<file path="src/hw/rtl/ctp_pkg.sv">
// ----------------------------------------------------------------------------
// Cartesian to polar: shared package
// Widths, fixed-point constants, quadrant codes and the arctangent table.
// ----------------------------------------------------------------------------
`default_nettype none

package ctp_pkg;

  localparam int COORD_WIDTH  = 16;
  localparam int CORDIC_STEPS = 16;
  localparam int FRAC_BITS    = 8;

  localparam int TABLE_LEN = 24;
  localparam int NSTEPS    = (CORDIC_STEPS < TABLE_LEN) ? CORDIC_STEPS : TABLE_LEN;
  localparam int STEP_W    = 5;

  localparam int GUARD  = 33 - COORD_WIDTH;
  localparam int ANG_FB = 16;
  localparam int DW     = 36;
  localparam int MW     = DW - 2;
  localparam int ZW     = 25;
  localparam int AW     = 26;

  localparam int RAD_W  = 24;
  localparam int ANG_W  = 17;
  localparam int QUAD_W = 3;

  localparam int GAIN_W     = 30;
  localparam int GAIN_SPLIT = 15;
  localparam int PPW        = MW + GAIN_SPLIT;
  localparam int PW         = MW + GAIN_W + 1;
  localparam logic [GAIN_W-1:0] INV_GAIN = 30'd652032874;
  localparam logic [GAIN_SPLIT-1:0] GAIN_HI = INV_GAIN[GAIN_W-1:GAIN_SPLIT];
  localparam logic [GAIN_SPLIT-1:0] GAIN_LO = INV_GAIN[GAIN_SPLIT-1:0];

  localparam int RSH = GUARD + GAIN_W - FRAC_BITS;
  localparam int ASH = ANG_FB - FRAC_BITS;
  localparam logic [PW-1:0] RAD_RND = PW'(1) << (RSH - 1);
  localparam logic [PW-1:0] RAD_MAX = PW'(24'hFFFFFF);
  localparam logic [AW-1:0] ANG_RND = (ASH > 0) ? (AW'(1) << (ASH - 1)) : '0;
  localparam logic [AW-1:0] FULL_ANG = AW'(360) << FRAC_BITS;

  localparam logic signed [ZW-1:0] Z90 = ZW'(90) << ANG_FB;
  localparam logic [AW-1:0] A90  = AW'(90) << ANG_FB;
  localparam logic [AW-1:0] A180 = AW'(180) << ANG_FB;
  localparam logic [AW-1:0] A270 = AW'(270) << ANG_FB;
  localparam logic [AW-1:0] A360 = AW'(360) << ANG_FB;

  localparam logic [QUAD_W-1:0] QUAD_ORIGIN = 3'd0;
  localparam logic [QUAD_W-1:0] QUAD_XAXIS  = 3'd1;
  localparam logic [QUAD_W-1:0] QUAD_YAXIS  = 3'd2;
  localparam logic [QUAD_W-1:0] QUAD_Q1     = 3'd3;
  localparam logic [QUAD_W-1:0] QUAD_Q2     = 3'd4;
  localparam logic [QUAD_W-1:0] QUAD_Q3     = 3'd5;
  localparam logic [QUAD_W-1:0] QUAD_Q4     = 3'd6;

  localparam int LATENCY = NSTEPS + 3;

  typedef struct packed {
    logic              vld;
    logic [QUAD_W-1:0] quad;
    logic              xneg;
    logic              yneg;
  } ctp_tag_t;

  function automatic logic signed [ZW-1:0] atan_q16(input logic [STEP_W-1:0] idx);
    logic signed [ZW-1:0] v;
    case (idx)
      5'd0:    v = 25'sd2949120;
      5'd1:    v = 25'sd1740967;
      5'd2:    v = 25'sd919879;
      5'd3:    v = 25'sd466945;
      5'd4:    v = 25'sd234379;
      5'd5:    v = 25'sd117304;
      5'd6:    v = 25'sd58666;
      5'd7:    v = 25'sd29335;
      5'd8:    v = 25'sd14668;
      5'd9:    v = 25'sd7334;
      5'd10:   v = 25'sd3667;
      5'd11:   v = 25'sd1833;
      5'd12:   v = 25'sd917;
      5'd13:   v = 25'sd458;
      5'd14:   v = 25'sd229;
      5'd15:   v = 25'sd115;
      5'd16:   v = 25'sd57;
      5'd17:   v = 25'sd29;
      5'd18:   v = 25'sd14;
      5'd19:   v = 25'sd7;
      5'd20:   v = 25'sd4;
      5'd21:   v = 25'sd2;
      5'd22:   v = 25'sd1;
      default: v = '0;
    endcase
    return v;
  endfunction

endpackage

`default_nettype wire

</file>
<file path="src/hw/rtl/ctp_front.sv">
// ----------------------------------------------------------------------------
// Cartesian to polar: input stage
// Registers a point as guarded magnitudes and classifies its quadrant.
// ----------------------------------------------------------------------------
`default_nettype none

module ctp_front (
  input  logic                                   clk,
  input  logic                                   rst_n,
  input  logic                                   accept,
  input  logic signed [ctp_pkg::COORD_WIDTH-1:0] x_coord,
  input  logic signed [ctp_pkg::COORD_WIDTH-1:0] y_coord,
  output ctp_pkg::ctp_tag_t                      tag_o,
  output logic signed [ctp_pkg::DW-1:0]          x_o,
  output logic signed [ctp_pkg::DW-1:0]          y_o
);
  import ctp_pkg::*;

  ctp_tag_t             tag_r, tag_nxt;
  logic signed [DW-1:0] x_r, x_nxt;
  logic signed [DW-1:0] y_r, y_nxt;
  logic [COORD_WIDTH:0] xmag, ymag;
  logic                 xneg, yneg, xzero, yzero;

  always_comb begin
    xneg  = x_coord[COORD_WIDTH-1];
    yneg  = y_coord[COORD_WIDTH-1];
    xzero = (x_coord == '0);
    yzero = (y_coord == '0);
    xmag  = xneg ? (COORD_WIDTH+1)'(-$signed({x_coord[COORD_WIDTH-1], x_coord}))
                 : (COORD_WIDTH+1)'({1'b0, x_coord});
    ymag  = yneg ? (COORD_WIDTH+1)'(-$signed({y_coord[COORD_WIDTH-1], y_coord}))
                 : (COORD_WIDTH+1)'({1'b0, y_coord});
    x_nxt = DW'(xmag) << GUARD;
    y_nxt = DW'(ymag) << GUARD;
    tag_nxt.vld  = accept;
    tag_nxt.xneg = xneg;
    tag_nxt.yneg = yneg;
    if (xzero && yzero) begin
      tag_nxt.quad = QUAD_ORIGIN;
    end else if (yzero) begin
      tag_nxt.quad = QUAD_XAXIS;
    end else if (xzero) begin
      tag_nxt.quad = QUAD_YAXIS;
    end else if (!xneg && !yneg) begin
      tag_nxt.quad = QUAD_Q1;
    end else if (xneg && !yneg) begin
      tag_nxt.quad = QUAD_Q2;
    end else if (xneg) begin
      tag_nxt.quad = QUAD_Q3;
    end else begin
      tag_nxt.quad = QUAD_Q4;
    end
  end

  always_ff @(posedge clk) begin
    if (!rst_n) begin
      tag_r <= '0;
    end else begin
      tag_r <= tag_nxt;
    end
    x_r <= x_nxt;
    y_r <= y_nxt;
  end

  assign tag_o = tag_r;
  assign x_o   = x_r;
  assign y_o   = y_r;

endmodule

`default_nettype wire

</file>
<file path="config.mk">
export PLATFORM = sky130hd
export DESIGN_NAME = ctp_front
export DESIGN_NICKNAME = d
export VERILOG_FILES = /design/src/hw/rtl/ctp_pkg.sv /design/src/hw/rtl/ctp_front.sv
export SDC_FILE = /design/constraint.sdc
export NUM_CORES = 1
export LEC_CHECK = 0
export BUFFER_PORTS_ARGS = -buffer_cell sky130_fd_sc_hd__buf_2
export CAP_MARGIN = 20
export CORE_MARGIN = 2
export CORE_UTILIZATION = 40
export DETAILED_ROUTE_END_ITERATION = 6
export PLACE_DENSITY_LB_ADDON = 0.2
export SYNTH_ARGS = -nofsm -noshare
export SYNTH_HDL_FRONTEND = slang
export SYNTH_SLANG_ARGS = --single-unit
</file>
<file path="constraint.sdc">
create_clock -name clk -period 2.1 [get_ports clk]
set_input_delay 0.42 -clock clk [delete_from_list [all_inputs] [get_ports clk]]
set_output_delay 0.42 -clock clk [all_outputs]
set_load 0.01 [all_outputs]
</file>
==> results.ini <==
[run_status]
status=complete, no violations

[power]
power.leakage_nw=1.08
ir_drop_uv=266
power_density_nw_per_um2=783

[floorplanning]
fp.coreArea_um2=4380
die_x_um=71.7
ios=113
row_count=24
die_h_um=71.7
die-area_um2=5150
start_util_pct=41.9

[placement]
dpl.hpwl_um=2690
placed_cells=309
io_buffers=74
placedInstanceArea_um2=2120
place_congestion=0.779
post-place-ws_ns=0.0868

[global_route]
antenna_found_initial=0
grt_max_degree=18
grt_overflow=0
grt_usage_pct=13.1
first_global_vias=1199
grt_first_pass_wirelength_um=5220

[clocking]
htree_levels=2
cts_resized=0
ctsHoldBuffers=0
cts.sinks=40
cts_buffers=5
cts_tree=yes
cts.reportedPaths.clkPinSlew_ns=0.08
cts_root_buf=clkbuf_8
cts_buffer_depth=2
postCtsSetupBuffers=0

[route]
dr_total_vias=1376
route.detailed.wl_per_inst_um=10.6
drtAntennaViolNets=0
viasPerCell=4.34
drt_iter0_markers=43
drt_first_pass_iters=4
wl_um=3370
route.detailed.drc=0

[setup_path]
cp-endpoint=tag_o[2]
critical_path.max_fanout=4
cp_cell_sequence=buf_2 -> inv_1 -> ha_1 -> nor3b_1 -> nand4b_2 -> or3_1 -> and3_1
cp_data_required_time_ns=2.29
cp.buffers_inverters=2
critical_path_depth=7
crit_path_start_kind=primary input
critPathKind=primary input to flip-flop
end_kind=flip-flop
arrival_ns=1.92
path_delay_family=simple AND/OR/NAND/NOR gates
max_stage_delay_ns=0.41
worstSetupStartpoint=x_coord[1]
slowest_stage=or3_1

[layout]
layout_common_cells=74 x buf_2, 40 x conb_1, 40 x dfxtp_1
layout_commonest_cell=buf_2
diodes=0
area_delta_synth_final_pct=21.6
nNetsFinal=303
instances_no_fill=317
final_cell_area_um2=2230
drive_above_1_share_pct=33.2

[synth]
synth.distinct_cells=34
syn-instance-count=184
syn-cell-area_um2=1840
ys_ff_latch=40
ys_warn_count=0
synthArstFlopShare_pct=0
syn_area_per_cell_um2=9.98
synth-edff-count=0
synth.yosys.seq_area_share_pct=43.6
synth-main-ff-cell=dfxtp_1

[sta]
slew_viol_final=0
period_share_pct=82.7
rsz0062_at_grt=false
min_period_ns=1.74
worst_slack_ns=0.363
tns_ns=0
fmax_mhz=576
hold_viol_final=0
finalSetupViolCount=0

[flow_run]
drv_cap=0

[worst_hold_path]
hold_path.class=primary input to flip-flop

[synthesized netlist by cell type (all sizes together) (5+ instances only)]
cell / n / area, um2
inv: 9 / 33.8
nand2: 10 / 37.5
xnor2: 21 / 184
nor4: 5 / 52.6
nor2: 5 / 18.8
o21ai: 7 / 35.0
dfxtp: 40 / 801
buf: 38 / 285
xor2: 5 / 43.8
o31ai: 6 / 50.1
[how the worst min path moves through the flow]
stage,cells past startpoint,slack (ns),to,from
after detailed placement,1,0.57,x_o[17],x_coord[0]
after floorplan,0,0.45,x_o[17],x_coord[0]
after global routing,1,0.28,x_o[17],x_coord[0]
final,1,0.28,x_o[17],x_coord[0]
after CTS,1,0.27,x_o[17],x_coord[0]
after global placement,1,0.57,x_o[17],x_coord[0]
[through the flow]
stage | util [%] | total power [mW] | hold WS [ns]
final | 50.9 | 1.75 | 0.278
after global routing | 50.9 | 1.83 | 0.277
after CTS | 50.9 | 1.77 | 0.269
after detailed placement | 48.5 | 1.16 | 0.574
after global placement | 48.5 | 1.16 | 0.569
after floorplan | - | 1.08 | 0.448
[state kept, by name, indices dropped and copies added, names as in the netlist]
name,flops
y_o,17
tag_o,6
x_o,17
[routing by layer]
| metal | global-route usage, % | part of all wire, % |
|---|---|---|
| met1 | 15.2 | 43 |
| met2 | 20.8 | 46 |
| met3 | 4.64 | 9.7 |
| met4 | 7.76 | 2.1 |
| met5 | 0 | 0 |
[where the power goes]
group          switching [mW]  internal (mW)  total [mW]
clock                   0.251          0.352       0.603
combinational           0.178          0.124       0.302
sequential             0.0147          0.828       0.843
[cell type report]
class	instances	area [um2]
fill	435	2150
multi-input combinational	134	855
sequential	40	801
timing repair buffer	74	370
clock buffer	6	72.6
tap	52	65.1
clock inverter	2	35.0
inverter	9	33.8
[cells by family after synthesis]
family,share of synthesized area [%]
other,0.204
buffers and inverters,17.8
DFF,43.6
adders and majority gates,2.73
and+or+nand+nor,14.7
xor gates and xnor gates,12.4
AOI/OAI and AO/OA,8.52
Power figures use the tool's default switching activity.
