**config.mk**
```make
export PLATFORM = sky130hd
export DESIGN_NAME = ctp_cell
export DESIGN_NICKNAME = d
export VERILOG_FILES = /design/src/hw/rtl/ctp_pkg.sv /design/src/hw/rtl/ctp_cell.sv
export SDC_FILE = /design/constraint.sdc
export NUM_CORES = 1
export LEC_CHECK = 0
export ABC_CLOCK_PERIOD_IN_PS = 18200
export BUFFER_PORTS_ARGS = -buffer_cell sky130_fd_sc_hd__buf_4
export CAP_MARGIN = 5
export CORE_MARGIN = 3
export CORE_UTILIZATION = 60
export DETAILED_ROUTE_END_ITERATION = 10
export PLACE_DENSITY = 0.79
export SYNTH_ARGS = -nofsm -noshare
export SYNTH_HDL_FRONTEND = slang
export SYNTH_SLANG_ARGS = --single-unit
```
**constraint.sdc**
```tcl
create_clock -name clk -period 18.2 [get_ports clk]
set_input_delay 1.82 -clock clk [delete_from_list [all_inputs] [get_ports clk]]
set_output_delay 1.82 -clock clk [all_outputs]
set_load 0.01 [all_outputs]
```
**src/hw/rtl/ctp_pkg.sv**
```systemverilog
// ----------------------------------------------------------------------------
// Cartesian to polar: shared package
// Widths, fixed-point constants, quadrant codes and the arctangent table.
// ----------------------------------------------------------------------------
`default_nettype none

package ctp_pkg;

  localparam int COORD_WIDTH  = 16;
  localparam int CORDIC_STEPS = 16;
  localparam int FRAC_BITS    = 8;

  localparam int TABLE_LEN = 24;
  localparam int NSTEPS    = (CORDIC_STEPS < TABLE_LEN) ? CORDIC_STEPS : TABLE_LEN;
  localparam int STEP_W    = 5;

  localparam int GUARD  = 33 - COORD_WIDTH;
  localparam int ANG_FB = 16;
  localparam int DW     = 36;
  localparam int MW     = DW - 2;
  localparam int ZW     = 25;
  localparam int AW     = 26;

  localparam int RAD_W  = 24;
  localparam int ANG_W  = 17;
  localparam int QUAD_W = 3;

  localparam int GAIN_W     = 30;
  localparam int GAIN_SPLIT = 15;
  localparam int PPW        = MW + GAIN_SPLIT;
  localparam int PW         = MW + GAIN_W + 1;
  localparam logic [GAIN_W-1:0] INV_GAIN = 30'd652032874;
  localparam logic [GAIN_SPLIT-1:0] GAIN_HI = INV_GAIN[GAIN_W-1:GAIN_SPLIT];
  localparam logic [GAIN_SPLIT-1:0] GAIN_LO = INV_GAIN[GAIN_SPLIT-1:0];

  localparam int RSH = GUARD + GAIN_W - FRAC_BITS;
  localparam int ASH = ANG_FB - FRAC_BITS;
  localparam logic [PW-1:0] RAD_RND = PW'(1) << (RSH - 1);
  localparam logic [PW-1:0] RAD_MAX = PW'(24'hFFFFFF);
  localparam logic [AW-1:0] ANG_RND = (ASH > 0) ? (AW'(1) << (ASH - 1)) : '0;
  localparam logic [AW-1:0] FULL_ANG = AW'(360) << FRAC_BITS;

  localparam logic signed [ZW-1:0] Z90 = ZW'(90) << ANG_FB;
  localparam logic [AW-1:0] A90  = AW'(90) << ANG_FB;
  localparam logic [AW-1:0] A180 = AW'(180) << ANG_FB;
  localparam logic [AW-1:0] A270 = AW'(270) << ANG_FB;
  localparam logic [AW-1:0] A360 = AW'(360) << ANG_FB;

  localparam logic [QUAD_W-1:0] QUAD_ORIGIN = 3'd0;
  localparam logic [QUAD_W-1:0] QUAD_XAXIS  = 3'd1;
  localparam logic [QUAD_W-1:0] QUAD_YAXIS  = 3'd2;
  localparam logic [QUAD_W-1:0] QUAD_Q1     = 3'd3;
  localparam logic [QUAD_W-1:0] QUAD_Q2     = 3'd4;
  localparam logic [QUAD_W-1:0] QUAD_Q3     = 3'd5;
  localparam logic [QUAD_W-1:0] QUAD_Q4     = 3'd6;

  localparam int LATENCY = NSTEPS + 3;

  typedef struct packed {
    logic              vld;
    logic [QUAD_W-1:0] quad;
    logic              xneg;
    logic              yneg;
  } ctp_tag_t;

  function automatic logic signed [ZW-1:0] atan_q16(input logic [STEP_W-1:0] idx);
    logic signed [ZW-1:0] v;
    case (idx)
      5'd0:    v = 25'sd2949120;
      5'd1:    v = 25'sd1740967;
      5'd2:    v = 25'sd919879;
      5'd3:    v = 25'sd466945;
      5'd4:    v = 25'sd234379;
      5'd5:    v = 25'sd117304;
      5'd6:    v = 25'sd58666;
      5'd7:    v = 25'sd29335;
      5'd8:    v = 25'sd14668;
      5'd9:    v = 25'sd7334;
      5'd10:   v = 25'sd3667;
      5'd11:   v = 25'sd1833;
      5'd12:   v = 25'sd917;
      5'd13:   v = 25'sd458;
      5'd14:   v = 25'sd229;
      5'd15:   v = 25'sd115;
      5'd16:   v = 25'sd57;
      5'd17:   v = 25'sd29;
      5'd18:   v = 25'sd14;
      5'd19:   v = 25'sd7;
      5'd20:   v = 25'sd4;
      5'd21:   v = 25'sd2;
      5'd22:   v = 25'sd1;
      default: v = '0;
    endcase
    return v;
  endfunction

endpackage

`default_nettype wire

```
**src/hw/rtl/ctp_cell.sv**
```systemverilog
// ----------------------------------------------------------------------------
// Cartesian to polar: vectoring cell
// One CORDIC rotation step towards the x-axis, registered.
// ----------------------------------------------------------------------------
`default_nettype none

module ctp_cell (
  input  logic                          clk,
  input  logic                          rst_n,
  input  logic [ctp_pkg::STEP_W-1:0]    step_idx,
  input  ctp_pkg::ctp_tag_t             tag_i,
  input  logic signed [ctp_pkg::DW-1:0] x_i,
  input  logic signed [ctp_pkg::DW-1:0] y_i,
  input  logic signed [ctp_pkg::ZW-1:0] z_i,
  output ctp_pkg::ctp_tag_t             tag_o,
  output logic signed [ctp_pkg::DW-1:0] x_o,
  output logic signed [ctp_pkg::DW-1:0] y_o,
  output logic signed [ctp_pkg::ZW-1:0] z_o
);
  import ctp_pkg::*;

  ctp_tag_t             tag_r;
  logic signed [DW-1:0] x_r, x_nxt;
  logic signed [DW-1:0] y_r, y_nxt;
  logic signed [ZW-1:0] z_r, z_nxt;
  logic signed [DW-1:0] xsh, ysh;
  logic signed [ZW-1:0] atan_v;

  always_comb begin
    xsh    = x_i >>> step_idx;
    ysh    = y_i >>> step_idx;
    atan_v = atan_q16(step_idx);
    if (!y_i[DW-1]) begin
      x_nxt = x_i + ysh;
      y_nxt = y_i - xsh;
      z_nxt = z_i + atan_v;
    end else begin
      x_nxt = x_i - ysh;
      y_nxt = y_i + xsh;
      z_nxt = z_i - atan_v;
    end
  end

  always_ff @(posedge clk) begin
    if (!rst_n) begin
      tag_r <= '0;
    end else begin
      tag_r <= tag_i;
    end
    x_r <= x_nxt;
    y_r <= y_nxt;
    z_r <= z_nxt;
  end

  assign tag_o = tag_r;
  assign x_o   = x_r;
  assign y_o   = y_r;
  assign z_o   = z_r;

endmodule

`default_nettype wire

```
==> metrics.txt <==
# TYPE chip_impl_metric gauge
chip_impl_metric{name="drt-initial-drc-count",unit=""} 1756
chip_impl_metric{name="die_h",unit="um"} 162
chip_impl_metric{name="tightestPinTransition",unit="ps"} 914
chip_impl_metric{name="finalNetCount",unit=""} 2066
chip_impl_metric{name="ys_async_sr_fraction",unit=""} 0
chip_impl_metric{name="crit_arrival",unit="ps"} 9280
chip_impl_metric{name="crit_path_max_incr_delay",unit="ps"} 760
chip_impl_info{name="cpMaxStageDelayCell",value="sky130_fd_sc_hd__buf_4"} 1
chip_impl_metric{name="ant_nets",unit=""} 0
chip_impl_metric{name="io_buffers",unit=""} 212
chip_impl_metric{name="vdd_drop_max",unit="mV"} 0.0758
chip_impl_metric{name="dieArea",unit="sq mm"} 0.0262
chip_impl_metric{name="n_antenna_cell",unit=""} 0
chip_impl_info{name="clock_tree_from_tritoncts",value="yes"} 1
chip_impl_metric{name="post-route-period-util",unit=""} 0.495
chip_impl_metric{name="totalWireLength",unit="um"} 48700
chip_impl_metric{name="internal_power",unit="mW"} 0.795
chip_impl_metric{name="postCtsSetupBuffers",unit=""} 0
chip_impl_metric{name="cp.buffers_inverters",unit=""} 2
chip_impl_metric{name="maxSlewViolCount",unit=""} 0
chip_impl_metric{name="setup-tns-final",unit="ps"} 0
chip_impl_metric{name="leakagePower",unit="nW"} 7.01
chip_impl_info{name="synth.largest_area_cell",value="sky130_fd_sc_hd__mux4_2"} 1
chip_impl_metric{name="die_w",unit="um"} 162
chip_impl_info{name="cell_types_with_the_largest_area_share_after_synthesis",value="sky130_fd_sc_hd__mux4_2, sky130_fd_sc_hd__dfxtp_1, sky130_fd_sc_hd__ha_1"} 1
chip_impl_metric{name="power-per-cell-area",unit="mW/mm^2"} 82.8
chip_impl_metric{name="cts_htree_levels",unit=""} 3
chip_impl_info{name="rsz0062_at_grt",value="false"} 1
chip_impl_metric{name="maxCapViolations",unit=""} 0
chip_impl_metric{name="globalRouteTotalUtil",unit=""} 0.356
chip_impl_metric{name="gp_routability_congestion",unit=""} 1.00
chip_impl_metric{name="final_layout_size_suffix_gt1_frac",unit=""} 0.221
chip_impl_metric{name="dp_hpwl",unit="um"} 37100
chip_impl_metric{name="worst_setup_hold_path_clk_slew",unit="ps"} 80
chip_impl_metric{name="io_pins",unit=""} 213
chip_impl_metric{name="cts-resized-gates",unit=""} 0
chip_impl_info{name="worstSetupPathType",value="in -> reg"} 1
chip_impl_metric{name="drc_errors",unit=""} 0
chip_impl_metric{name="p_switching",unit="mW"} 0.571
chip_impl_metric{name="power.share.switching",unit=""} 0.418
chip_impl_metric{name="timing.final.setup_violations",unit=""} 0
chip_impl_metric{name="path_max_fanout",unit=""} 71
chip_impl_metric{name="power.sequential.fraction",unit=""} 0.252
chip_impl_metric{name="critical_path_required",unit="ps"} 18470
chip_impl_info{name="dominant_synthesized_flop_cell",value="sky130_fd_sc_hd__dfxtp_1"} 1
chip_impl_metric{name="grt_start_max_net_pins",unit=""} 76
chip_impl_metric{name="timing.fmax",unit="MHz"} 111
chip_impl_metric{name="globalRouteOverflowTotal",unit=""} 0
chip_impl_info{name="cp-end-kind",value="flop"} 1
chip_impl_metric{name="part_of_the_yosys_area_used_for_sequential_elements",unit=""} 0.141
chip_impl_info{name="cpLargestDelayFamily",value="simple AND/OR/NAND/NOR gates"} 1
chip_impl_metric{name="number_of_clock_sinks_seen_by_cts",unit=""} 103
chip_impl_metric{name="synth_instances",unit=""} 1714
chip_impl_metric{name="number_of_antenna_violations_at_the_first_check_in_global_routing",unit=""} 1
chip_impl_metric{name="drt_pass1_iterations",unit=""} 7
chip_impl_metric{name="synth_cell_types",unit=""} 92
chip_impl_metric{name="core.rowCount",unit=""} 56
chip_impl_metric{name="first_pass_grt_wire_length",unit="um"} 74900
chip_impl_metric{name="synthesis.nets",unit=""} 1930
chip_impl_info{name="synth_cell_count_leaders",value="sky130_fd_sc_hd__nor2_1, sky130_fd_sc_hd__a21oi_1, sky130_fd_sc_hd__nand2_1"} 1
chip_impl_metric{name="initial_core_util",unit=""} 0.616
chip_impl_info{name="critPathLaunchType",value="primary input"} 1
chip_impl_metric{name="via_count_of_the_first_global_routing_pass",unit=""} 13600
chip_impl_metric{name="min_path_cells",unit=""} 2
chip_impl_metric{name="crit_cells",unit=""} 22
chip_impl_metric{name="via_count",unit=""} 14800
chip_impl_metric{name="number_of_cts_inserted_buffers",unit=""} 9
chip_impl_metric{name="via_per_inst",unit=""} 6.82
chip_impl_metric{name="post_cts_hold_buffer_count",unit=""} 0
chip_impl_metric{name="max-clock-path-buffers",unit=""} 2
chip_impl_metric{name="syn-mean-instance-area",unit="sq um"} 8.51
chip_impl_metric{name="floorplan_core_area",unit="sq mm"} 0.0237
chip_impl_metric{name="synth.cell_area",unit="sq mm"} 0.0146
chip_impl_metric{name="combinational_share_of_power",unit=""} 0.606
chip_impl_info{name="status",value="finished clean"} 1
chip_impl_metric{name="syn2layout_area_growth",unit="%"} 13.2
chip_impl_metric{name="slew-limit-headroom",unit=""} 0.391
chip_impl_metric{name="finish.utilization",unit=""} 0.697
chip_impl_metric{name="share_clk_of_total_power",unit=""} 0.142
chip_impl_metric{name="finalCriticalPeriod",unit="ps"} 9010
chip_impl_metric{name="yosys.area.top_type_share",unit=""} 0.144
chip_impl_info{name="hold_class",value="in -> reg"} 1
chip_impl_metric{name="ys_seq_elements",unit=""} 103
chip_impl_metric{name="post_drt_wl_per_cell",unit="um"} 22.4
chip_impl_metric{name="report.final.hold_viol_count",unit=""} 0
chip_impl_info{name="crit_path_cell_trace",value="buf_6, buf_4, mux4_2, mux2_2, mux2_2, a221oi_1, nand4_1, nor4_2, nand2_1, nor2_1, nand2_1, o211ai_1, ha_1, a21o_1, a21oi_1, o2111ai_1, nor3_1, nor2_1, or3_1, o221ai_1, a211oi_1, o311ai_0"} 1
chip_impl_info{name="yosysMostFrequentCell",value="sky130_fd_sc_hd__nor2_1"} 1
chip_impl_metric{name="synth_edf_count",unit=""} 0
chip_impl_info{name="clock_tree.root_cell",value="sky130_fd_sc_hd__clkbuf_16"} 1
chip_impl_metric{name="synth.yosys.warnings",unit=""} 0
==> power by group through the flow <==
stage	Clock [mW]	Combinational (mW)	Sequential, mW
after floorplan	0	0.477	0.395
after global placement	0	0.804	0.348
after detailed placement	0	0.815	0.350
after CTS	0.197	0.819	0.346
after global routing	0.206	0.894	0.353
final	0.194	0.828	0.345
==> registers in the layout, summed over array words and instances, names as in the netlist <==
name	count
y_o	36
z_o	25
tag_o	6
x_o	36
==> logic make-up (layout without fill, tap and decap cells) <==
kind of cell    count (synthesis)  count (layout)  synth area share
simple gates                  495             495             0.166
fa+ha+maj                     106             106            0.0925
mux                           221             221             0.244
buf+inv                       157             297            0.0457
xor+xnor                      155             155            0.0940
flops                         103             103             0.141
compound gates                477             477             0.216
==> layout make-up <==
type,count,area [sq um]
multi-input combinational,1454,11900
fill,1975,7180
clock inverter,6,53.8
tap,319,399
inverter,57,214
timing repair buffer,225,1690
sequential,103,2060
clock buffer,9,225
==> placed cells by master, fill, tap and decap left out, types with 9 or more instances in the layout <==
cell	count
sky130_fd_sc_hd__nand4_1	16
sky130_fd_sc_hd__o21ai_0	81
sky130_fd_sc_hd__buf_4	224
sky130_fd_sc_hd__o211ai_1	15
sky130_fd_sc_hd__dfxtp_1	103
sky130_fd_sc_hd__nor2_1	156
sky130_fd_sc_hd__o22ai_1	13
sky130_fd_sc_hd__nand2b_1	19
sky130_fd_sc_hd__or2_2	9
sky130_fd_sc_hd__a21o_1	38
sky130_fd_sc_hd__inv_1	55
sky130_fd_sc_hd__mux2i_1	75
sky130_fd_sc_hd__nand3_1	29
sky130_fd_sc_hd__a211oi_1	21
sky130_fd_sc_hd__a21boi_0	9
sky130_fd_sc_hd__and2_1	23
sky130_fd_sc_hd__and3_1	14
sky130_fd_sc_hd__nor3_1	36
sky130_fd_sc_hd__mux4_2	93
sky130_fd_sc_hd__a21oi_1	131
sky130_fd_sc_hd__clkbuf_16	9
sky130_fd_sc_hd__o21a_1	17
sky130_fd_sc_hd__o21bai_1	19
sky130_fd_sc_hd__a31oi_1	29
sky130_fd_sc_hd__ha_1	103
sky130_fd_sc_hd__xor2_1	51
sky130_fd_sc_hd__mux2_2	44
sky130_fd_sc_hd__xnor2_1	103
sky130_fd_sc_hd__o31a_1	10
sky130_fd_sc_hd__nor2b_1	22
sky130_fd_sc_hd__nand2_1	128
==> path summary, 6_finish.rpt <==
check,start,to,slack [ps]
worst max-delay path,step_idx[0],x_o[34],9190
worst min-delay path,tag_i[5],tag_o[5],1660
==> metal layers <==
metal / global-route usage / share of wire / up-vias
met2: 0.575 / 0.46 / 980
li1: - / - / 6753
met4: 0.152 / 0.048 / 2
met1: 0.460 / 0.39 / 6934
met3: 0.0808 / 0.11 / 157
met5: 0 / 0.00035 / -
==> stage by stage <==
step           area [sq um]  setup WS, ps  power, mW  std cells  hold slack [ps]
2_1_floorplan         14600         10680      0.872       1714             1940
3_3_place_gp          16200          9150       1.15       2158             2030
3_5_place_dp          16200          8960       1.16       2158             2030
4_1_cts               16500          9320       1.36       2173             1660
5_1_grt               16500          8590       1.45       2173             1650
6_report              16500          9190       1.37       2173             1660
Power figures use the tool's default switching activity.
