==> config.mk <==
export PLATFORM = sky130hd
export DESIGN_NAME = ctp_back
export DESIGN_NICKNAME = d
export VERILOG_FILES = /design/src/hw/rtl/ctp_pkg.sv /design/src/hw/rtl/ctp_back.sv
export SDC_FILE = /design/constraint.sdc
export NUM_CORES = 1
export LEC_CHECK = 0
export BUFFER_PORTS_ARGS = -buffer_cell sky130_fd_sc_hd__buf_2
export CORE_MARGIN = 2
export CORE_UTILIZATION = 55
export CTS_BUF_LIST = sky130_fd_sc_hd__clkbuf_8 sky130_fd_sc_hd__clkbuf_16
export DETAILED_ROUTE_END_ITERATION = 12
export PLACE_DENSITY = 0.73
export SETUP_SLACK_MARGIN = 0.5
export SYNTH_ARGS = -nofsm -noshare
export SYNTH_HDL_FRONTEND = slang
export SYNTH_SLANG_ARGS = --single-unit
==> constraint.sdc <==
create_clock -name clk -period 8.5 [get_ports clk]
set_input_delay 0.425 -clock clk [delete_from_list [all_inputs] [get_ports clk]]
set_output_delay 0.425 -clock clk [all_outputs]
set_load 0.02 [all_outputs]
==> src/hw/rtl/ctp_pkg.sv <==
// ----------------------------------------------------------------------------
// Cartesian to polar: shared package
// Widths, fixed-point constants, quadrant codes and the arctangent table.
// ----------------------------------------------------------------------------
`default_nettype none

package ctp_pkg;

  localparam int COORD_WIDTH  = 16;
  localparam int CORDIC_STEPS = 16;
  localparam int FRAC_BITS    = 8;

  localparam int TABLE_LEN = 24;
  localparam int NSTEPS    = (CORDIC_STEPS < TABLE_LEN) ? CORDIC_STEPS : TABLE_LEN;
  localparam int STEP_W    = 5;

  localparam int GUARD  = 33 - COORD_WIDTH;
  localparam int ANG_FB = 16;
  localparam int DW     = 36;
  localparam int MW     = DW - 2;
  localparam int ZW     = 25;
  localparam int AW     = 26;

  localparam int RAD_W  = 24;
  localparam int ANG_W  = 17;
  localparam int QUAD_W = 3;

  localparam int GAIN_W     = 30;
  localparam int GAIN_SPLIT = 15;
  localparam int PPW        = MW + GAIN_SPLIT;
  localparam int PW         = MW + GAIN_W + 1;
  localparam logic [GAIN_W-1:0] INV_GAIN = 30'd652032874;
  localparam logic [GAIN_SPLIT-1:0] GAIN_HI = INV_GAIN[GAIN_W-1:GAIN_SPLIT];
  localparam logic [GAIN_SPLIT-1:0] GAIN_LO = INV_GAIN[GAIN_SPLIT-1:0];

  localparam int RSH = GUARD + GAIN_W - FRAC_BITS;
  localparam int ASH = ANG_FB - FRAC_BITS;
  localparam logic [PW-1:0] RAD_RND = PW'(1) << (RSH - 1);
  localparam logic [PW-1:0] RAD_MAX = PW'(24'hFFFFFF);
  localparam logic [AW-1:0] ANG_RND = (ASH > 0) ? (AW'(1) << (ASH - 1)) : '0;
  localparam logic [AW-1:0] FULL_ANG = AW'(360) << FRAC_BITS;

  localparam logic signed [ZW-1:0] Z90 = ZW'(90) << ANG_FB;
  localparam logic [AW-1:0] A90  = AW'(90) << ANG_FB;
  localparam logic [AW-1:0] A180 = AW'(180) << ANG_FB;
  localparam logic [AW-1:0] A270 = AW'(270) << ANG_FB;
  localparam logic [AW-1:0] A360 = AW'(360) << ANG_FB;

  localparam logic [QUAD_W-1:0] QUAD_ORIGIN = 3'd0;
  localparam logic [QUAD_W-1:0] QUAD_XAXIS  = 3'd1;
  localparam logic [QUAD_W-1:0] QUAD_YAXIS  = 3'd2;
  localparam logic [QUAD_W-1:0] QUAD_Q1     = 3'd3;
  localparam logic [QUAD_W-1:0] QUAD_Q2     = 3'd4;
  localparam logic [QUAD_W-1:0] QUAD_Q3     = 3'd5;
  localparam logic [QUAD_W-1:0] QUAD_Q4     = 3'd6;

  localparam int LATENCY = NSTEPS + 3;

  typedef struct packed {
    logic              vld;
    logic [QUAD_W-1:0] quad;
    logic              xneg;
    logic              yneg;
  } ctp_tag_t;

  function automatic logic signed [ZW-1:0] atan_q16(input logic [STEP_W-1:0] idx);
    logic signed [ZW-1:0] v;
    case (idx)
      5'd0:    v = 25'sd2949120;
      5'd1:    v = 25'sd1740967;
      5'd2:    v = 25'sd919879;
      5'd3:    v = 25'sd466945;
      5'd4:    v = 25'sd234379;
      5'd5:    v = 25'sd117304;
      5'd6:    v = 25'sd58666;
      5'd7:    v = 25'sd29335;
      5'd8:    v = 25'sd14668;
      5'd9:    v = 25'sd7334;
      5'd10:   v = 25'sd3667;
      5'd11:   v = 25'sd1833;
      5'd12:   v = 25'sd917;
      5'd13:   v = 25'sd458;
      5'd14:   v = 25'sd229;
      5'd15:   v = 25'sd115;
      5'd16:   v = 25'sd57;
      5'd17:   v = 25'sd29;
      5'd18:   v = 25'sd14;
      5'd19:   v = 25'sd7;
      5'd20:   v = 25'sd4;
      5'd21:   v = 25'sd2;
      5'd22:   v = 25'sd1;
      default: v = '0;
    endcase
    return v;
  endfunction

endpackage

`default_nettype wire

==> src/hw/rtl/ctp_back.sv <==
// ----------------------------------------------------------------------------
// Cartesian to polar: output stages
// Gain correction of the radius and quadrant mapping of the angle.
// ----------------------------------------------------------------------------
`default_nettype none

module ctp_back (
  input  logic                          clk,
  input  logic                          rst_n,
  input  ctp_pkg::ctp_tag_t             tag_i,
  input  logic signed [ctp_pkg::DW-1:0] x_i,
  input  logic signed [ctp_pkg::ZW-1:0] z_i,
  output logic                          out_valid,
  output logic [ctp_pkg::RAD_W-1:0]     out_radius,
  output logic [ctp_pkg::ANG_W-1:0]     out_angle_deg,
  output logic [ctp_pkg::QUAD_W-1:0]    out_quadrant
);
  import ctp_pkg::*;

  ctp_tag_t             tag1_r;
  logic [PPW-1:0]       phi_r, phi_nxt;
  logic [PPW-1:0]       plo_r, plo_nxt;
  logic [ANG_W-1:0]     ang1_r, ang1_nxt;
  logic [MW-1:0]        xmag;
  logic signed [ZW-1:0] zc;
  logic [AW-1:0]        ang, ang_rnd;

  logic                 vld_r;
  logic [RAD_W-1:0]     rad_r, rad_nxt;
  logic [ANG_W-1:0]     ang_r;
  logic [QUAD_W-1:0]    quad_r;
  logic [PW-1:0]        psum, pshift;

  always_comb begin
    xmag    = x_i[DW-1] ? '0 : x_i[MW-1:0];
    phi_nxt = PPW'(xmag) * PPW'(GAIN_HI);
    plo_nxt = PPW'(xmag) * PPW'(GAIN_LO);

    if (z_i < 0) begin
      zc = '0;
    end else if (z_i > Z90) begin
      zc = Z90;
    end else begin
      zc = z_i;
    end

    case (tag_i.quad)
      QUAD_ORIGIN: ang = '0;
      QUAD_XAXIS:  ang = tag_i.xneg ? A180 : '0;
      QUAD_YAXIS:  ang = tag_i.yneg ? A270 : A90;
      QUAD_Q1:     ang = AW'(zc[ZW-2:0]);
      QUAD_Q2:     ang = A180 - AW'(zc[ZW-2:0]);
      QUAD_Q3:     ang = A180 + AW'(zc[ZW-2:0]);
      QUAD_Q4:     ang = A360 - AW'(zc[ZW-2:0]);
      default:     ang = '0;
    endcase

    ang_rnd = (ang + ANG_RND) >> ASH;
    if (ang_rnd >= FULL_ANG) begin
      ang_rnd = ang_rnd - FULL_ANG;
    end
    ang1_nxt = ang_rnd[ANG_W-1:0];
  end

  always_comb begin
    psum   = (PW'(phi_r) << GAIN_SPLIT) + PW'(plo_r) + RAD_RND;
    pshift = psum >> RSH;
    if (tag1_r.quad == QUAD_ORIGIN) begin
      rad_nxt = '0;
    end else if (pshift > RAD_MAX) begin
      rad_nxt = RAD_MAX[RAD_W-1:0];
    end else begin
      rad_nxt = pshift[RAD_W-1:0];
    end
  end

  always_ff @(posedge clk) begin
    if (!rst_n) begin
      tag1_r <= '0;
      vld_r  <= 1'b0;
    end else begin
      tag1_r <= tag_i;
      vld_r  <= tag1_r.vld;
    end
    phi_r  <= phi_nxt;
    plo_r  <= plo_nxt;
    ang1_r <= ang1_nxt;
    rad_r  <= rad_nxt;
    ang_r  <= ang1_r;
    quad_r <= tag1_r.quad;
  end

  assign out_valid     = vld_r;
  assign out_radius    = rad_r;
  assign out_angle_deg = ang_r;
  assign out_quadrant  = quad_r;

endmodule

`default_nettype wire

==> results of run 1 <==
## power breakdown
group	total [mW]	switching [mW]	internal [mW]
combinational	7.66	4.47	3.19
clock	0.750	0.350	0.400
sequential	1.15	0.105	1.04
## through the flow
| step | setup slack (ns) | hold slack [ns] | std cells |
|---|---|---|---|
| 3_5_place_dp | 0.799 | 0.312 | 2973 |
| 2_1_floorplan | 1.63 | 0.310 | 2331 |
| 5_1_grt | 0.768 | 0.193 | 3005 |
| 3_3_place_gp | 0.940 | 0.310 | 2973 |
| 6_report | 1.16 | 0.197 | 3005 |
| 4_1_cts | 1.24 | 0.182 | 3005 |
## per-layer routing
layer | up-vias | share of wire
li1 | 7744 | -
met1 | 8078 | 0.42
met2 | 415 | 0.51
met3 | 92 | 0.038
met4 | 0 | 0.035
met5 | - | 0
## logic make-up (layout without fill, tap and decap cells)
kind of cell	after synthesis	after routing	synth area share
AO/OA/AOI/OAI	341	341	0.103
XOR/XNOR	100	100	0.0393
adder cells (fa/ha/maj)	725	725	0.527
buffers and inverters	629	771	0.106
flip-flops	146	146	0.130
multiplexers	9	9	0.00418
AND/OR/NAND/NOR	381	381	0.0903
## layout by cell type, fill, tap and decap left out, drive strengths merged, types with 14 or more instances in the layout
| master | netlist | final |
|---|---|---|
| nand3 | 25 | 25 |
| a31oi | 15 | 15 |
| and2 | 15 | 15 |
| nor3 | 30 | 30 |
| xnor2 | 68 | 68 |
| nor2b | 44 | 44 |
| a21oi | 101 | 101 |
| and3 | 15 | 15 |
| clkbuf | 23 | 17 |
| a21o | 43 | 43 |
| nor2 | 93 | 93 |
| buf | 9 | 142 |
| o21a | 20 | 20 |
| or3 | 14 | 14 |
| o21ai | 50 | 50 |
| dfxtp | 146 | 146 |
| xor2 | 32 | 32 |
| nand4 | 27 | 27 |
| nand2 | 56 | 56 |
| fa | 369 | 369 |
| inv | 596 | 602 |
| ha | 356 | 356 |
| nand2b | 19 | 19 |
## state kept, by name, summed over array words and instances, names as in the netlist
| register | count |
|---|---|
| phi_r | 45 |
| tag1_r | 4 |
| out_quadrant | 3 |
| ang1_r | 17 |
| out_angle_deg | 17 |
| plo_r | 35 |
| out_valid | 1 |
| out_radius | 24 |
## cell type report
cell class	instances	area, um2
clock buffer	17	425
timing repair buffer	142	786
fill	3441	16200
inverter	597	2240
tap	532	666
multi-input combinational	1556	17200
sequential	146	2920
clock inverter	15	190
## worst max-delay path, cell delays in order
cell and delay, ns:
buf_2 0.27, buf_4 0.32, nand2b_1 0.25, inv_1 0.28
ha_1 0.41, inv_1 0.11, fa_1 0.55, inv_1 0.07
fa_1 0.50, inv_1 0.08, fa_1 0.53, inv_1 0.06
fa_1 0.56, fa_1 0.43, ha_1 0.40, nand3_1 0.12
a211o_1 0.25, o21ai_0 0.35, a21oi_1 0.17, o31ai_1 0.49
o21ai_0 0.31, o211a_1 0.30, o21bai_1 0.14, a21oi_1 0.09
xnor2_1 0.20
## path summary, 6_finish.rpt
path	start	end	cells after the start
worst max-delay path	x_i[35]	phi_r[48]$_DFF_P_	25
worst min-delay path	tag_i[5]	tag1_r[5]$_SDFF_PN0_	2
worst max register to register	plo_r[3]$_DFF_P_	out_radius[18]$_SDFF_PN0_	14
worst min register to register	ang1_r[6]$_DFF_P_	out_angle_deg[6]$_DFF_P_	0
==> flow_metrics.env, run 1 <==
export IMPL_synthCells=2331
export IMPL_ant_nets=0
export IMPL_cts_path_max_buffers=2
export IMPL_top_usage_layer="met2"
export IMPL_drv_cap=0
export IMPL_wl_per_cell_um=18.2
export IMPL_netlist_area_um2=22500
export IMPL_h_tree_depth=4
export IMPL_vias=16300
export IMPL_boundaryPins=114
export IMPL_dieArea_um2=42500
export IMPL_synth_seq_cells=146
export IMPL_criticalPathCategory="input pin to register"
export IMPL_cts_resized=0
export IMPL_synth_enable_flop_cells=0
export IMPL_cts_made_buffers=17
export IMPL_clk_latency_ns=0.43
export IMPL_setup_viol=0
export IMPL_p_total_mw=9.56
export IMPL_grt_use_met1=0.354
export IMPL_grt_use_met3=0.0307
export IMPL_core_rowCount=74
export IMPL_postCtsSetupBuffers=0
export IMPL_hp_class="input pin to register"
export IMPL_syn_to_final_growth_pct=8.62
export IMPL_path_clk_slew_ns=0.07
export IMPL_ys_types=82
export IMPL_diodes=0
export IMPL_max_freq_mhz=136
export IMPL_drtIter0Drc=823
export IMPL_drc_errors=0
export IMPL_synth_area_top_cells="fa_1, ha_1, dfxtp_1, inv_1, xnor2_1"
export IMPL_async_reset_ff_frac=0
export IMPL_synth_top_cell_area_share=0.329
export IMPL_final_layout_size_suffix_gt1_frac=0.0841
export IMPL_wl_um=54600
export IMPL_vdd_drop_max_v=0.000303
export IMPL_root_buffer="clkbuf_16"
export IMPL_vias_per_cell=5.43
export IMPL_grt_pass1_vias=17500
export IMPL_end_kind="register"
export IMPL_syn_num_nets=3125
export IMPL_cts_sinks=146
export IMPL_nets=3254
export IMPL_cts_hold_buffers=0
export IMPL_synth_most_common_cell="inv_1"
export IMPL_final_util=0.602
export IMPL_ys_warnings_count=0
export IMPL_coreArea_um2=40600
export IMPL_place_area_um2=23800
export IMPL_cts_tree="done"
export IMPL_seq_area_frac_synth=0.130
export IMPL_hpwl_um=47500
export IMPL_grt_max_degree=25
export IMPL_gp_congestion=0.939
export IMPL_grtUsageTotal=0.275
export IMPL_yosysTopAreaCell="fa_1"
export IMPL_status="completed"
export IMPL_firstDrtPassIters=6
export IMPL_drv_slew=0
export IMPL_gr_total_overflow=0
export IMPL_ys_flop_type="dfxtp_1"
export IMPL_period_share=0.863
export IMPL_crit_path_start_kind="input pin"
export IMPL_use_met2=0.478
export IMPL_initial_core_util=0.554
export IMPL_placement_io_buffers=112
export IMPL_die_w_um=206
export IMPL_synthTopCellsByCount="inv_1, fa_1, ha_1"
export IMPL_finalSetupTns_ns=0
export IMPL_grt_antenna_before_repair=0
export IMPL_worst_pin_slew_ns=1.14
export IMPL_p_leak_nw=13.0
export IMPL_die_h_um=206
export IMPL_crit_path_max_fanout=20
export IMPL_finalHoldViolations=0
export IMPL_critical_path_arrival_ns=7.69
export IMPL_power_density_nw_per_um2=392
export IMPL_grt_first_pass_wirelength_um=90700
export IMPL_ff2ff_setup_slack_ns=4.02
export IMPL_crit_required_ns=8.85
export IMPL_final_area_um2=24400
export IMPL_max_slew_margin=0.232
export IMPL_fin_crit_ns=7.34
export IMPL_synth_area_per_cell_um2=9.64
export IMPL_clock_skew_ns=0.0151
export IMPL_rsz0062_at_grt="false"
(Power assumes the default switching activity.)
==> inputs of run 2 (changes only) <==
Settings changed: CORE_UTILIZATION 55 to 45, PLACE_DENSITY 0.73 to default.
==> run 2 against run 1 <==
Compared with the run above:
- cell area increased by 0.75%
- via count down 1.6%
- count of clock-buffer cells in the layout is 1 higher
- utilization shrank 10 points
- register-to-register slack gained 0.28 ns
- wire length up 4.5%
- die area is 22% higher
- global-route usage is 4.1 points lower
- sequential power about the same
- worst setup slack gained 0.079 ns
- largest cell class unchanged
- critical path depth rose by 1
==> flow_metrics.env, run 2 (synthesis gave the netlist of run 1 again) <==
export IMPL_cts_tree="done"
export IMPL_end_kind="register"
export IMPL_cts_made_buffers=17
export IMPL_syn_to_final_growth_pct=9.43
export IMPL_layout_common_cells="inv_1, fa_1, ha_1, dfxtp_1, buf_2"
export IMPL_grt_max_degree=25
export IMPL_power_net_switching_mw=4.84
export IMPL_coreArea_um2=49200
export IMPL_critPathBufInv=6
export IMPL_cts_sinks=146
export IMPL_placement_io_buffers=112
export IMPL_worst_path_max_delay_cell="fa_1"
export IMPL_worst_pin_slew_ns=1.00
export IMPL_firstDrtPassIters=5
export IMPL_final_common_cell="inv_1"
export IMPL_rsz0062_at_grt="false"
export IMPL_h_tree_depth=4
export IMPL_critical_path_arrival_ns=7.60
export IMPL_crit_path_max_fanout=15
export IMPL_drc_errors=0
export IMPL_postCtsSetupBuffers=0
export IMPL_largest_register_ffs=45
export IMPL_n_fill_cell=4643
export IMPL_p_comb_frac=0.803
export IMPL_die_h_um=227
export IMPL_setup_viol=0
export IMPL_pwr_share_clk=0.076
export IMPL_dieArea_um2=51700
export IMPL_crit_path_start="x_i[35]"
export IMPL_diodes=0
export IMPL_whs_ns=0.223
export IMPL_criticalPathCategory="input pin to register"
export IMPL_fin_crit_ns=7.26
export IMPL_crit_required_ns=8.84
export IMPL_cts_resized=0
export IMPL_initial_core_util=0.457
export IMPL_hpwl_um=50000
export IMPL_drv_cap=0
export IMPL_vdd_drop_max_v=0.000263
export IMPL_finalHoldViolations=0
export IMPL_crit_path_start_kind="input pin"
export IMPL_hp_start="tag_i[5]"
export IMPL_period_share=0.854
export IMPL_p_seq_frac=0.121
export IMPL_swShare=0.510
export IMPL_power_density_nw_per_um2=386
export IMPL_slowest_delay_ns=0.61
export IMPL_path_clk_slew_ns=0.06
export IMPL_final_layout_size_suffix_gt1_frac=0.0867
export IMPL_grt_first_pass_wirelength_um=92400
export IMPL_crit_top_cell="inv_1"
export IMPL_intPower_mw=4.66
export IMPL_cts_hold_buffers=0
export IMPL_drtIter0Drc=791
export IMPL_place_area_um2=24000
export IMPL_gr_total_overflow=0
export IMPL_die_w_um=227
export IMPL_ant_nets=0
export IMPL_status="completed"
export IMPL_final_area_um2=24600
export IMPL_p_leak_nw=13.0
export IMPL_grt_antenna_before_repair=0
export IMPL_boundaryPins=114
export IMPL_root_buffer="clkbuf_16"
export IMPL_max_freq_mhz=138
export IMPL_top_register="phi_r"
export IMPL_clk_latency_ns=0.42
export IMPL_hp_class="input pin to register"
export IMPL_drv_slew=0
export IMPL_core_rowCount=81
export IMPL_wl_um=57100
export IMPL_wl_per_cell_um=18.2
export IMPL_reg2reg_from="plo_r[3]$_DFF_P_"
export IMPL_clock_skew_ns=0.0104
export IMPL_grt_pass1_vias=17100
export IMPL_finalSetupTns_ns=0
export IMPL_vias=16100
export IMPL_max_slew_margin=0.332
export IMPL_nets=3261
export IMPL_cts_path_max_buffers=2
export IMPL_gp_congestion=0.931
export IMPL_vias_per_cell=5.11
export IMPL_grtUsageTotal=0.234
export IMPL_cp_top_family="adder cells"
==> run 2: cell types whose count changed in the layout (fill, tap and decap cells not counted) <==
cell,before,now
clkinvlp_4,1,2
clkinv_2,0,1
clkbuf_8,0,1
bufinv_16,0,1
inv_8,6,2
clkinv_8,6,0
clkinv_4,2,4
inv_6,0,4
buf_4,30,37
==> run 2: stage by stage <==
stage | setup slack [ns] | instances | util | power, mW
5_1_grt | 0.783 | 3144 | 0.500 | 10.6
6_report | 1.24 | 3144 | 0.500 | 9.50
3_5_place_dp | 0.864 | 3112 | 0.488 | 8.81
2_1_floorplan | 1.63 | 2331 | - | 6.65
3_3_place_gp | 0.870 | 3112 | 0.488 | 8.78
4_1_cts | 1.29 | 3144 | 0.500 | 9.65
==> run 2: worst register-to-register path, stage by stage (launching register included) <==
cell and delay, ns:
dfxtp_1 0.31, ha_1 0.29, ha_1 0.29, a41o_1 0.18, a21o_1 0.17, a21oi_1 0.18
o21ai_0 0.12, o2111ai_1 0.16, a21oi_1 0.14, a211o_1 0.31, a31oi_1 0.38, o21ai_0 0.20
buf_4 0.20, and2_1 0.23, a31oi_2 0.73, a21oi_1 0.17
==> run 2: layout make-up <==
class	instances	area, um2	share of cell area
inverter	597	2240	0.0911
tap	664	831	0.0338
clock buffer	18	439	0.0179
multi-input combinational	1556	17200	0.698
clock inverter	14	143	0.00580
sequential	146	2920	0.119
timing repair buffer	149	838	0.0341
==> run 2: path summary, 6_finish.rpt <==
kind	end	slack, ns	cells past startpoint
worst max-delay path	phi_r[48]$_DFF_P_	1.24	26
worst max register to register	out_radius[16]$_SDFF_PN0_	4.30	15
worst min register to register	out_angle_deg[15]$_DFF_P_	0.33	0
worst min-delay path	tag1_r[5]$_SDFF_PN0_	0.22	2
==> run 2: layer usage <==
layer,up-vias,track usage,routed length [um],share of wire
met5,-,0,0,0
met4,0,0.0409,863,0.015
met3,43,0.0275,1720,0.030
met2,281,0.422,29600,0.52
met1,7994,0.303,24900,0.44
li1,7748,-,-,-
==> run 2: power by group through the flow <==
stage                     registers (mW)  clock network [mW]  logic (mW)
after global routing                1.17               0.777        8.60
after detailed placement            1.15                   0        7.66
final                               1.15               0.726        7.63
after CTS                           1.15               0.742        7.76
after global placement              1.15                   0        7.62
after floorplan                     1.19                   0        5.46
